--- config.mk ---
export PLATFORM = sky130hd
export DESIGN_NAME = nearest_pose_tracker_flat
export DESIGN_NICKNAME = d
export VERILOG_FILES = /design/src/sv/npt_pkg.sv /design/src/sv/npt_if.sv /design/src/sv/npt_square.sv /design/src/sv/npt_ctrl.sv /design/src/sv/nearest_pose_tracker.sv /design/src/flat_wrapper.sv
export SDC_FILE = /design/constraint.sdc
export NUM_CORES = 2
export LEC_CHECK = 0
export BUFFER_PORTS_ARGS = -buffer_cell sky130_fd_sc_hd__clkbuf_2
export CORE_MARGIN = 2
export CORE_UTILIZATION = 50
export CTS_BUF_LIST = sky130_fd_sc_hd__clkbuf_8 sky130_fd_sc_hd__clkbuf_16
export CTS_CLUSTER_DIAMETER = 120
export CTS_CLUSTER_SIZE = 25
export DETAILED_ROUTE_END_ITERATION = 8
export PLACE_DENSITY = 0.67
export SKIP_LAST_GASP = 1
export SLEW_MARGIN = 10
export SYNTH_ARGS = -nofsm -noshare
export SYNTH_HDL_FRONTEND = slang
export SYNTH_SLANG_ARGS = --single-unit
--- constraint.sdc ---
create_clock -name clk_i -period 36.5 [get_ports clk_i]
set_clock_uncertainty 0.2 [all_clocks]
set_input_delay 7.3 -clock clk_i [delete_from_list [all_inputs] [get_ports clk_i]]
set_output_delay 7.3 -clock clk_i [all_outputs]
set_load 0.005 [all_outputs]
--- src/sv/npt_pkg.sv ---
// ----------------------------------------------------------------------------
// npt_pkg
// Shared constants and types of the nearest pose tracker: default field
// widths, multiplier operand codes and the control/status bundles.
// ----------------------------------------------------------------------------
`default_nettype none

package npt_pkg;

  localparam int unsigned NPT_POSITION_BITS   = 24;
  localparam int unsigned NPT_QUATERNION_BITS = 16;

  // Operand fed to the shared squaring unit
  typedef enum logic [2:0] {
    MUL_DX   = 3'd0,
    MUL_DY   = 3'd1,
    MUL_DZ   = 3'd2,
    MUL_BX   = 3'd3,
    MUL_BY   = 3'd4,
    MUL_ROOT = 3'd5
  } mul_src_e;

  // Accumulator operation
  typedef enum logic [1:0] {
    ACC_HOLD = 2'd0,
    ACC_LOAD = 2'd1,
    ACC_ADD  = 2'd2
  } acc_op_e;

  typedef struct packed {
    logic     in_ready;
    logic     load;
    mul_src_e mul_src;
    acc_op_e  acc_op;
    logic     pick;
    logic     root_init;
    logic     root_step;
    logic     emit;
  } npt_ctrl_t;

  typedef struct packed {
    logic in_valid;
    logic last;
    logic have_ref;
    logic root_done;
    logic out_busy;
  } npt_stat_t;

endpackage

`default_nettype wire

--- src/sv/npt_if.sv ---
// ----------------------------------------------------------------------------
// npt_in_if / npt_out_if
// Valid/ready channels of the nearest pose tracker: candidate poses in,
// chosen pose with planar error out.
// ----------------------------------------------------------------------------
`default_nettype none

interface npt_in_if #(
  parameter int unsigned PW = 24,
  parameter int unsigned QW = 16
);
  logic                 valid;
  logic                 ready;
  logic signed [PW-1:0] pos_x;
  logic signed [PW-1:0] pos_y;
  logic signed [PW-1:0] pos_z;
  logic signed [QW-1:0] quat_x;
  logic signed [QW-1:0] quat_y;
  logic signed [QW-1:0] quat_z;
  logic signed [QW-1:0] quat_w;
  logic                 last_candidate;

  modport source (
    output valid, pos_x, pos_y, pos_z, quat_x, quat_y, quat_z, quat_w, last_candidate,
    input  ready
  );
  modport sink (
    input  valid, pos_x, pos_y, pos_z, quat_x, quat_y, quat_z, quat_w, last_candidate,
    output ready
  );
endinterface

interface npt_out_if #(
  parameter int unsigned PW = 24,
  parameter int unsigned QW = 16
);
  logic                 valid;
  logic                 ready;
  logic signed [PW-1:0] out_x;
  logic signed [PW-1:0] out_y;
  logic signed [PW-1:0] out_z;
  logic signed [QW-1:0] out_quat_x;
  logic signed [QW-1:0] out_quat_y;
  logic signed [QW-1:0] out_quat_z;
  logic signed [QW-1:0] out_quat_w;
  logic        [PW-1:0] planar_error;

  modport source (
    output valid, out_x, out_y, out_z, out_quat_x, out_quat_y, out_quat_z, out_quat_w,
           planar_error,
    input  ready
  );
  modport sink (
    input  valid, out_x, out_y, out_z, out_quat_x, out_quat_y, out_quat_z, out_quat_w,
           planar_error,
    output ready
  );
endinterface

`default_nettype wire

--- src/sv/npt_square.sv ---
// ----------------------------------------------------------------------------
// npt_square
// Shared unsigned squaring unit with a registered product.
// ----------------------------------------------------------------------------
`default_nettype none

module npt_square #(
  parameter int unsigned W = 25
) (
  input  wire logic           clk_i,
  input  wire logic [W-1:0]   a_i,
  output logic      [2*W-1:0] sq_o
);

  logic [2*W-1:0] sq_q;

  always_ff @(posedge clk_i) begin
    sq_q <= a_i * a_i;
  end

  assign sq_o = sq_q;

endmodule

`default_nettype wire

--- src/sv/npt_ctrl.sv ---
// ----------------------------------------------------------------------------
// npt_ctrl
// Sequencer of the tracker: squares the three distances, picks the best
// candidate and runs the bit-by-bit square root at the end of a run.
// ----------------------------------------------------------------------------
`default_nettype none

module npt_ctrl (
  input  wire logic              clk_i,
  input  wire logic              rst_ni,
  input  wire npt_pkg::npt_stat_t stat_i,
  output npt_pkg::npt_ctrl_t     ctrl_o
);
  import npt_pkg::*;

  typedef enum logic [11:0] {
    ST_IDLE     = 12'b0000_0000_0001,
    ST_SQ_X     = 12'b0000_0000_0010,
    ST_SQ_Y     = 12'b0000_0000_0100,
    ST_SQ_Z     = 12'b0000_0000_1000,
    ST_ACC      = 12'b0000_0001_0000,
    ST_PICK     = 12'b0000_0010_0000,
    ST_ERR_X    = 12'b0000_0100_0000,
    ST_ERR_Y    = 12'b0000_1000_0000,
    ST_ERR_SUM  = 12'b0001_0000_0000,
    ST_ROOT_MUL = 12'b0010_0000_0000,
    ST_ROOT_CMP = 12'b0100_0000_0000,
    ST_EMIT     = 12'b1000_0000_0000
  } state_e;

  state_e    state_q, state_d;
  npt_ctrl_t ctrl;

  always_comb begin
    state_d        = state_q;
    ctrl           = '0;
    ctrl.mul_src   = MUL_DX;
    ctrl.acc_op    = ACC_HOLD;
    unique case (state_q)
      ST_IDLE: begin
        ctrl.in_ready = 1'b1;
        if (stat_i.in_valid) begin
          ctrl.load = 1'b1;
          state_d   = ST_SQ_X;
        end
      end
      ST_SQ_X: begin
        ctrl.mul_src = MUL_DX;
        state_d      = ST_SQ_Y;
      end
      ST_SQ_Y: begin
        ctrl.mul_src = MUL_DY;
        ctrl.acc_op  = ACC_LOAD;
        state_d      = ST_SQ_Z;
      end
      ST_SQ_Z: begin
        ctrl.mul_src = MUL_DZ;
        ctrl.acc_op  = ACC_ADD;
        state_d      = ST_ACC;
      end
      ST_ACC: begin
        ctrl.acc_op = ACC_ADD;
        state_d     = ST_PICK;
      end
      ST_PICK: begin
        ctrl.pick = 1'b1;
        if (!stat_i.last) begin
          state_d = ST_IDLE;
        end else if (stat_i.have_ref) begin
          state_d = ST_ERR_X;
        end else begin
          state_d = ST_EMIT;
        end
      end
      ST_ERR_X: begin
        ctrl.mul_src = MUL_BX;
        state_d      = ST_ERR_Y;
      end
      ST_ERR_Y: begin
        ctrl.mul_src = MUL_BY;
        ctrl.acc_op  = ACC_LOAD;
        state_d      = ST_ERR_SUM;
      end
      ST_ERR_SUM: begin
        ctrl.acc_op    = ACC_ADD;
        ctrl.root_init = 1'b1;
        state_d        = ST_ROOT_MUL;
      end
      ST_ROOT_MUL: begin
        ctrl.mul_src = MUL_ROOT;
        state_d      = ST_ROOT_CMP;
      end
      ST_ROOT_CMP: begin
        ctrl.root_step = 1'b1;
        state_d        = stat_i.root_done ? ST_EMIT : ST_ROOT_MUL;
      end
      ST_EMIT: begin
        if (!stat_i.out_busy) begin
          ctrl.emit = 1'b1;
          state_d   = ST_IDLE;
        end
      end
      default: begin
        state_d = ST_IDLE;
      end
    endcase
  end

  always_ff @(posedge clk_i or negedge rst_ni) begin
    if (!rst_ni) begin
      state_q <= ST_IDLE;
    end else begin
      state_q <= state_d;
    end
  end

  assign ctrl_o = ctrl;

endmodule

`default_nettype wire

--- src/sv/nearest_pose_tracker.sv ---
// ----------------------------------------------------------------------------
// nearest_pose_tracker
// Nearest-neighbor association of candidate poses to the last chosen pose,
// with the planar error of the chosen pose at the end of each run.
// ----------------------------------------------------------------------------
// Candidate poses arrive one beat at a time in runs closed by last_candidate.
// The first run ever yields its first pose with zero error; every later run
// yields the pose nearest (squared 3-D distance, earlier pose wins a tie) to
// the pose chosen before, plus floor(sqrt(x^2 + y^2)) of the chosen position.
// All squaring goes through one registered squaring unit driven by a small
// sequencer; the block takes one candidate at a time. A candidate that does
// not close a run passes through acceptance, three squares, an accumulate
// and the pick before the next ready. The closing candidate of a run also
// squares the chosen x and y, sums them and runs the square root, which
// tries one result bit per multiply and compare through the same squaring
// unit; in the first run ever these steps are skipped. The result sits
// in an output register, so the next candidate is accepted while a finished
// result still waits to be taken.
// ----------------------------------------------------------------------------
`default_nettype none

module nearest_pose_tracker #(
  parameter int unsigned POSITION_BITS   = npt_pkg::NPT_POSITION_BITS,
  parameter int unsigned QUATERNION_BITS = npt_pkg::NPT_QUATERNION_BITS
) (
  input  wire logic clk_i,
  input  wire logic rst_ni,
  npt_in_if.sink    cand_i,
  npt_out_if.source pose_o
);
  import npt_pkg::*;

  localparam int unsigned PW     = POSITION_BITS;
  localparam int unsigned QW     = QUATERNION_BITS;
  localparam int unsigned MW     = PW + 1;          // squaring operand width
  localparam int unsigned DIST_W = 2 * PW + 4;      // accumulator width
  localparam int unsigned SAT_W  = (DIST_W > 64) ? 64 : DIST_W;
  localparam int unsigned IDX_W  = $clog2(PW);

  npt_ctrl_t ctrl;
  npt_stat_t stat;

  // Candidate held while it is worked on
  logic signed [PW-1:0] pos_x_q, pos_y_q, pos_z_q;
  logic        [QW-1:0] quat_x_q, quat_y_q, quat_z_q, quat_w_q;
  logic                 last_q;

  // Magnitudes of the distance to the reference, per axis
  logic        [MW-1:0] dx_q, dy_q, dz_q;

  // Reference pose and run state
  logic signed [PW-1:0] ref_x_q, ref_y_q, ref_z_q;
  logic                 have_ref_q;
  logic                 mid_run_q;

  // Best candidate of the current run
  logic        [SAT_W-1:0] best_dist_q;
  logic signed [PW-1:0]    best_x_q, best_y_q, best_z_q;
  logic        [QW-1:0]    best_qx_q, best_qy_q, best_qz_q, best_qw_q;

  // Accumulator and square root
  logic [DIST_W-1:0] acc_q;
  logic [PW-1:0]     root_q;
  logic [IDX_W-1:0]  idx_q;

  // Output register
  logic                 out_valid_q;
  logic signed [PW-1:0] out_x_q, out_y_q, out_z_q;
  logic        [QW-1:0] out_qx_q, out_qy_q, out_qz_q, out_qw_q;
  logic        [PW-1:0] out_err_q;

  // ---------------------------------------------------------------------------
  // Sequencer
  // ---------------------------------------------------------------------------
  assign stat.in_valid  = cand_i.valid;
  assign stat.last      = last_q;
  assign stat.have_ref  = have_ref_q;
  assign stat.root_done = (idx_q == '0);
  assign stat.out_busy  = out_valid_q && !pose_o.ready;

  npt_ctrl u_ctrl (
    .clk_i  (clk_i),
    .rst_ni (rst_ni),
    .stat_i (stat),
    .ctrl_o (ctrl)
  );

  assign cand_i.ready = ctrl.in_ready;

  // ---------------------------------------------------------------------------
  // Distance magnitudes: one subtract per axis at acceptance
  // ---------------------------------------------------------------------------
  logic signed [MW-1:0] diff_x, diff_y, diff_z;

  assign diff_x = MW'(cand_i.pos_x) - MW'(ref_x_q);
  assign diff_y = MW'(cand_i.pos_y) - MW'(ref_y_q);
  assign diff_z = MW'(cand_i.pos_z) - MW'(ref_z_q);

  always_ff @(posedge clk_i) begin
    if (ctrl.load) begin
      pos_x_q  <= cand_i.pos_x;
      pos_y_q  <= cand_i.pos_y;
      pos_z_q  <= cand_i.pos_z;
      quat_x_q <= cand_i.quat_x;
      quat_y_q <= cand_i.quat_y;
      quat_z_q <= cand_i.quat_z;
      quat_w_q <= cand_i.quat_w;
      last_q   <= cand_i.last_candidate;
      // a magnitude of 2^PW is still exact as an unsigned MW-bit value
      dx_q     <= diff_x[MW-1] ? MW'(-diff_x) : MW'(diff_x);
      dy_q     <= diff_y[MW-1] ? MW'(-diff_y) : MW'(diff_y);
      dz_q     <= diff_z[MW-1] ? MW'(-diff_z) : MW'(diff_z);
    end
  end

  // ---------------------------------------------------------------------------
  // Shared squaring unit and its operand select
  // ---------------------------------------------------------------------------
  logic [MW-1:0]   mul_a;
  logic [2*MW-1:0] prod;
  logic [PW-1:0]   abs_bx, abs_by;
  logic [PW-1:0]   trial;

  assign abs_bx = best_x_q[PW-1] ? PW'(-best_x_q) : PW'(best_x_q);
  assign abs_by = best_y_q[PW-1] ? PW'(-best_y_q) : PW'(best_y_q);
  assign trial  = root_q | (PW'(1) << idx_q);

  always_comb begin
    unique case (ctrl.mul_src)
      MUL_DX:   mul_a = dx_q;
      MUL_DY:   mul_a = dy_q;
      MUL_DZ:   mul_a = dz_q;
      MUL_BX:   mul_a = MW'(abs_bx);
      MUL_BY:   mul_a = MW'(abs_by);
      MUL_ROOT: mul_a = MW'(trial);
      default:  mul_a = dx_q;
    endcase
  end

  npt_square #(
    .W (MW)
  ) u_square (
    .clk_i (clk_i),
    .a_i   (mul_a),
    .sq_o  (prod)
  );

  // ---------------------------------------------------------------------------
  // Accumulator: sums squares for the distance and for the planar radius
  // ---------------------------------------------------------------------------
  always_ff @(posedge clk_i) begin
    unique case (ctrl.acc_op)
      ACC_LOAD: acc_q <= DIST_W'(prod);
      ACC_ADD:  acc_q <= acc_q + DIST_W'(prod);
      default:  acc_q <= acc_q;
    endcase
  end

  // Distance saturates at all ones beyond 64 bits (only for PW above 30)
  logic [SAT_W-1:0] dist_sat;
  logic             take;

  assign dist_sat = ((acc_q >> SAT_W) != '0) ? '1 : acc_q[SAT_W-1:0];
  assign take     = !mid_run_q || (have_ref_q && (dist_sat < best_dist_q));

  // ---------------------------------------------------------------------------
  // Best candidate of the run
  // ---------------------------------------------------------------------------
  always_ff @(posedge clk_i) begin
    if (ctrl.pick && take) begin
      best_dist_q <= dist_sat;
      best_x_q    <= pos_x_q;
      best_y_q    <= pos_y_q;
      best_z_q    <= pos_z_q;
      best_qx_q   <= quat_x_q;
      best_qy_q   <= quat_y_q;
      best_qz_q   <= quat_z_q;
      best_qw_q   <= quat_w_q;
    end
  end

  // ---------------------------------------------------------------------------
  // Square root: set one bit from the top, keep it where trial^2 <= radius^2
  // ---------------------------------------------------------------------------
  always_ff @(posedge clk_i) begin
    if (ctrl.root_init) begin
      root_q <= '0;
      idx_q  <= IDX_W'(PW - 1);
    end else if (ctrl.root_step) begin
      if (DIST_W'(prod) <= acc_q) begin
        root_q <= trial;
      end
      idx_q <= idx_q - IDX_W'(1);
    end
  end

  // ---------------------------------------------------------------------------
  // Run state and reference pose
  // ---------------------------------------------------------------------------
  always_ff @(posedge clk_i or negedge rst_ni) begin
    if (!rst_ni) begin
      mid_run_q  <= 1'b0;
      have_ref_q <= 1'b0;
      ref_x_q    <= '0;
      ref_y_q    <= '0;
      ref_z_q    <= '0;
    end else begin
      if (ctrl.pick) begin
        mid_run_q <= !last_q;
      end
      if (ctrl.emit) begin
        have_ref_q <= 1'b1;
        ref_x_q    <= best_x_q;
        ref_y_q    <= best_y_q;
        ref_z_q    <= best_z_q;
      end
    end
  end

  // ---------------------------------------------------------------------------
  // Output register: hold the beat until taken
  // ---------------------------------------------------------------------------
  always_ff @(posedge clk_i or negedge rst_ni) begin
    if (!rst_ni) begin
      out_valid_q <= 1'b0;
    end else if (ctrl.emit) begin
      out_valid_q <= 1'b1;
    end else if (pose_o.ready) begin
      out_valid_q <= 1'b0;
    end
  end

  always_ff @(posedge clk_i) begin
    if (ctrl.emit) begin
      out_x_q   <= best_x_q;
      out_y_q   <= best_y_q;
      out_z_q   <= best_z_q;
      out_qx_q  <= best_qx_q;
      out_qy_q  <= best_qy_q;
      out_qz_q  <= best_qz_q;
      out_qw_q  <= best_qw_q;
      // no reference yet: the first run reports zero error
      out_err_q <= have_ref_q ? root_q : '0;
    end
  end

  assign pose_o.valid        = out_valid_q;
  assign pose_o.out_x        = out_x_q;
  assign pose_o.out_y        = out_y_q;
  assign pose_o.out_z        = out_z_q;
  assign pose_o.out_quat_x   = out_qx_q;
  assign pose_o.out_quat_y   = out_qy_q;
  assign pose_o.out_quat_z   = out_qz_q;
  assign pose_o.out_quat_w   = out_qw_q;
  assign pose_o.planar_error = out_err_q;

endmodule

`default_nettype wire
--- src/flat_wrapper.sv ---
// flat-port wrapper written by rule: the top's interface ports become plain ports
module nearest_pose_tracker_flat import npt_pkg::*;
#(
  parameter int unsigned POSITION_BITS   = npt_pkg::NPT_POSITION_BITS,
  parameter int unsigned QUATERNION_BITS = npt_pkg::NPT_QUATERNION_BITS
)
  (clk_i, rst_ni, cand_i_valid, cand_i_pos_x, cand_i_pos_y, cand_i_pos_z, cand_i_quat_x, cand_i_quat_y, cand_i_quat_z, cand_i_quat_w, cand_i_last_candidate, cand_i_ready, pose_o_valid, pose_o_out_x, pose_o_out_y, pose_o_out_z, pose_o_out_quat_x, pose_o_out_quat_y, pose_o_out_quat_z, pose_o_out_quat_w, pose_o_planar_error, pose_o_ready);
  npt_in_if cand_i_i ();
  npt_out_if pose_o_i ();
  input  wire logic clk_i;
  input  wire logic rst_ni;
  input wire logic [$bits(cand_i_i.valid)-1:0] cand_i_valid;
  input wire logic [$bits(cand_i_i.pos_x)-1:0] cand_i_pos_x;
  input wire logic [$bits(cand_i_i.pos_y)-1:0] cand_i_pos_y;
  input wire logic [$bits(cand_i_i.pos_z)-1:0] cand_i_pos_z;
  input wire logic [$bits(cand_i_i.quat_x)-1:0] cand_i_quat_x;
  input wire logic [$bits(cand_i_i.quat_y)-1:0] cand_i_quat_y;
  input wire logic [$bits(cand_i_i.quat_z)-1:0] cand_i_quat_z;
  input wire logic [$bits(cand_i_i.quat_w)-1:0] cand_i_quat_w;
  input wire logic [$bits(cand_i_i.last_candidate)-1:0] cand_i_last_candidate;
  output wire logic [$bits(cand_i_i.ready)-1:0] cand_i_ready;
  output wire logic [$bits(pose_o_i.valid)-1:0] pose_o_valid;
  output wire logic [$bits(pose_o_i.out_x)-1:0] pose_o_out_x;
  output wire logic [$bits(pose_o_i.out_y)-1:0] pose_o_out_y;
  output wire logic [$bits(pose_o_i.out_z)-1:0] pose_o_out_z;
  output wire logic [$bits(pose_o_i.out_quat_x)-1:0] pose_o_out_quat_x;
  output wire logic [$bits(pose_o_i.out_quat_y)-1:0] pose_o_out_quat_y;
  output wire logic [$bits(pose_o_i.out_quat_z)-1:0] pose_o_out_quat_z;
  output wire logic [$bits(pose_o_i.out_quat_w)-1:0] pose_o_out_quat_w;
  output wire logic [$bits(pose_o_i.planar_error)-1:0] pose_o_planar_error;
  input wire logic [$bits(pose_o_i.ready)-1:0] pose_o_ready;
  assign cand_i_i.valid = cand_i_valid;
  assign cand_i_i.pos_x = cand_i_pos_x;
  assign cand_i_i.pos_y = cand_i_pos_y;
  assign cand_i_i.pos_z = cand_i_pos_z;
  assign cand_i_i.quat_x = cand_i_quat_x;
  assign cand_i_i.quat_y = cand_i_quat_y;
  assign cand_i_i.quat_z = cand_i_quat_z;
  assign cand_i_i.quat_w = cand_i_quat_w;
  assign cand_i_i.last_candidate = cand_i_last_candidate;
  assign cand_i_ready = cand_i_i.ready;
  assign pose_o_valid = pose_o_i.valid;
  assign pose_o_out_x = pose_o_i.out_x;
  assign pose_o_out_y = pose_o_i.out_y;
  assign pose_o_out_z = pose_o_i.out_z;
  assign pose_o_out_quat_x = pose_o_i.out_quat_x;
  assign pose_o_out_quat_y = pose_o_i.out_quat_y;
  assign pose_o_out_quat_z = pose_o_i.out_quat_z;
  assign pose_o_out_quat_w = pose_o_i.out_quat_w;
  assign pose_o_planar_error = pose_o_i.planar_error;
  assign pose_o_i.ready = pose_o_ready;
  nearest_pose_tracker #(.POSITION_BITS(POSITION_BITS), .QUATERNION_BITS(QUATERNION_BITS)) u_core (.clk_i(clk_i), .rst_ni(rst_ni), .cand_i(cand_i_i), .pose_o(pose_o_i));
endmodule
==> results.cfg <==
[cells_and_area]
layout_common_cells = inv_1 (876), edfxtp_1 (612), fa_1 (469), nand2_1 (441), ha_1 (411)
drive_above_1_share_pct = 8.33
finalNetCount = 6392
mostFrequentLayoutCell = inv_1
area_growth_pct = 7.73
stdcell_area_um2 = 58900
diodes = 0
fin_cells = 6815

[yosys]
ys_seq_area_share_pct = 40.4
ys_async_sr_fraction_pct = 11.2
yosys_warnings = 0
synth-edff-count = 612
synth_top_area_share_pct = 33.6
synth_area_um2 = 54700
synth-seq-cells = 777
yosys.area.top_type = edfxtp_1
postSynthNetCount = 6170
synth_area_leaders = edfxtp_1 (34%), fa_1 (17%), ha_1 (9.4%)
syn_inst = 5148
syn_avg_cell_area_um2 = 10.6
synth_cell_types = 93
synthFlopType = edfxtp_1

[sta]
report.final.slew_viol_count = 0
timing.final.ws_setup_ns = 23.05
tns_ns = 0
hold_violations = 0
finalSetupViolations = 0
relSlewSlack_pct = 14.0
tightest_slew_ns = 1.26
fin_crit_ns = 13.45
fin_crit_sh_pct = 36.8
fmax_mhz = 74.4
rsz0062_at_grt = false

[worst_setup_path]
worstPathRequired_ns = 36.82
critPathCapture = u_core.u_square.sq_o[49]
cpMaxStageDelayCell = a2111oi_0
worst_setup_path_start_kind = flop
reg2regPathDepth = 33
reg2reg_slack_ns = 23.05
critPathMaxFanout = 31
r2r-start = u_core.u_ctrl.state_q[6]
worstReg2RegEnd = u_core.u_square.sq_o[49]
critPathKind = reg -> reg
slowest_delay_ns = 1.13
end_kind = flop
crit_arrival_ns = 13.77
crit_start = u_core.u_ctrl.state_q[6]

[routing]
via_per_inst = 5.54
drt_iter0_drc = 3107
dr.pass1.iters = 6
wl_per_cell_um = 20.8
wl_mm = 142
drc_errors = 0
vias = 37700
antenna_left = 0

[clock_network]
cts.reportedPaths.clkPinSlew_ns = 0.10
cts_tree = done
root_buffer = clkbuf_16
cts-resized-gates = 0
clock-sinks = 777
holdBufCountCts = 0
cts_setup_buffers = 0
clockBufferDepth = 3
htree_num_levels = 2
clk-insertion-delay-late_ns = 0.66
cts_buffers = 39

[flow_run]
drv_cap = 0

[global_routing]
grt_pass1_wl_mm = 219
gr-total-overflow = 0
grt_max_degree = 116
track_usage_pct = 25.4
grt_antenna_before_repair = 5
first_global_vias = 37600

[floorplan]
fp-row-count = 121
fp.dieW_um = 335
ios = 303
fp.dieH_um = 335
start_util_pct = 50.3
core_area_um2 = 109000
dieArea_um2 = 112000

[place]
dpl.hpwl_mm = 110
gp_congestion = 0.957
placed_cells = 6743
dpl_cell_area_um2 = 57600
portBuffers = 302
pre_cts_ws_ns = 23.29

[status]
status = finished, final reports clean

[min_path]
hold_path_class = reg -> reg
[routing by layer]
layer	up-vias	share of wire [%]	wire length, µm	GRT usage, %
met5	-	0.024	34	0
met2	1230	47	66500	41.6
met1	18500	43	61400	35.1
li1	17700	-	-	-
met4	6	3.3	4740	7.80
met3	230	6.6	9370	3.81
[worst max-delay path, delay by kind of cell, from the launching register on]
family | cells | cell delay [ns]
xor+xnor | 1 | 0.12
fa+ha+maj | 8 | 3.98
buf+inv | 8 | 1.33
compound gates | 7 | 3.27
simple gates | 9 | 3.98
flops | 1 | 0.42
[through the flow]
stage / hold slack (ns) / utilization [%]
CTS: 0.196 / 54.2
detailed placement: 0.205 / 53.0
finish: 0.196 / 54.2
floorplan: 0.200 / -
global placement: 0.200 / 53.0
global route: 0.212 / 54.2
[sequential cells by signal, summed over array words and instances (netlist names), 25 cells and up]
| name | flops |
|---|---|
| u_core.acc_q | 52 |
| u_core.best_dist_q | 52 |
| u_core.u_square.sq_o | 49 |
| u_core.dx_q | 25 |
| u_core.dy_q | 25 |
| u_core.dz_q | 25 |
[Yosys cell counts (12+ instances only)]
cell type,count
nand2_1,441
o21a_1,30
or3_1,20
xnor2_1,170
nand4_1,45
nor2b_1,41
a31oi_1,28
dfxtp_1,78
nor4_1,22
o21ai_0,235
buf_2,23
or4_1,20
clkbuf_1,129
o41ai_1,15
o2111ai_1,17
o211ai_1,20
nand2b_1,31
nor3_1,80
and3_1,21
and2_1,38
ha_1,412
o31ai_1,38
a21o_1,85
edfxtp_1,612
xor2_1,89
o21bai_1,27
nand3_1,51
or2_2,14
nor2_1,387
dfrtp_1,86
nand3b_1,12
inv_1,854
a221oi_1,20
mux2i_1,14
fa_1,469
nor3b_1,13
a211oi_1,27
a21oi_1,260
[cell type report]
type	count	area (µm²)
inverter	868	3270
fill	9613	49800
timing repair buffer	344	1830
tap	1414	1770
clock inverter	30	228
clock buffer	42	1030
multi-input combinational	3340	28700
sequential	777	22100
[logic make-up after synthesis]
family	share of synthesized area (%)
adders and majority gates	26.6
AOI/OAI and AO/OA	10.5
and+or+nand+nor	10.8
DFF	40.4
buffers and inverters	7.17
muxes	0.380
xor gates and xnor gates	4.15
[worst min-delay path by stage]
stage | start | endpoint | cells after the start
global route | u_core.best_qx_q[0] | u_core.pose_o.out_quat_x[0] | 0
CTS | u_core.quat_z_q[2] | u_core.best_qz_q[2] | 0
floorplan | u_core.quat_w_q[0] | u_core.best_qw_q[0] | 0
detailed placement | u_core.quat_y_q[0] | u_core.best_qy_q[0] | 0
global placement | u_core.quat_x_q[6] | u_core.best_qx_q[6] | 0
finish | u_core.quat_z_q[2] | u_core.best_qz_q[2] | 0
Power is not shown: default switching activity piles up to over one toggle a cycle in this logic, so the estimate is an artifact.
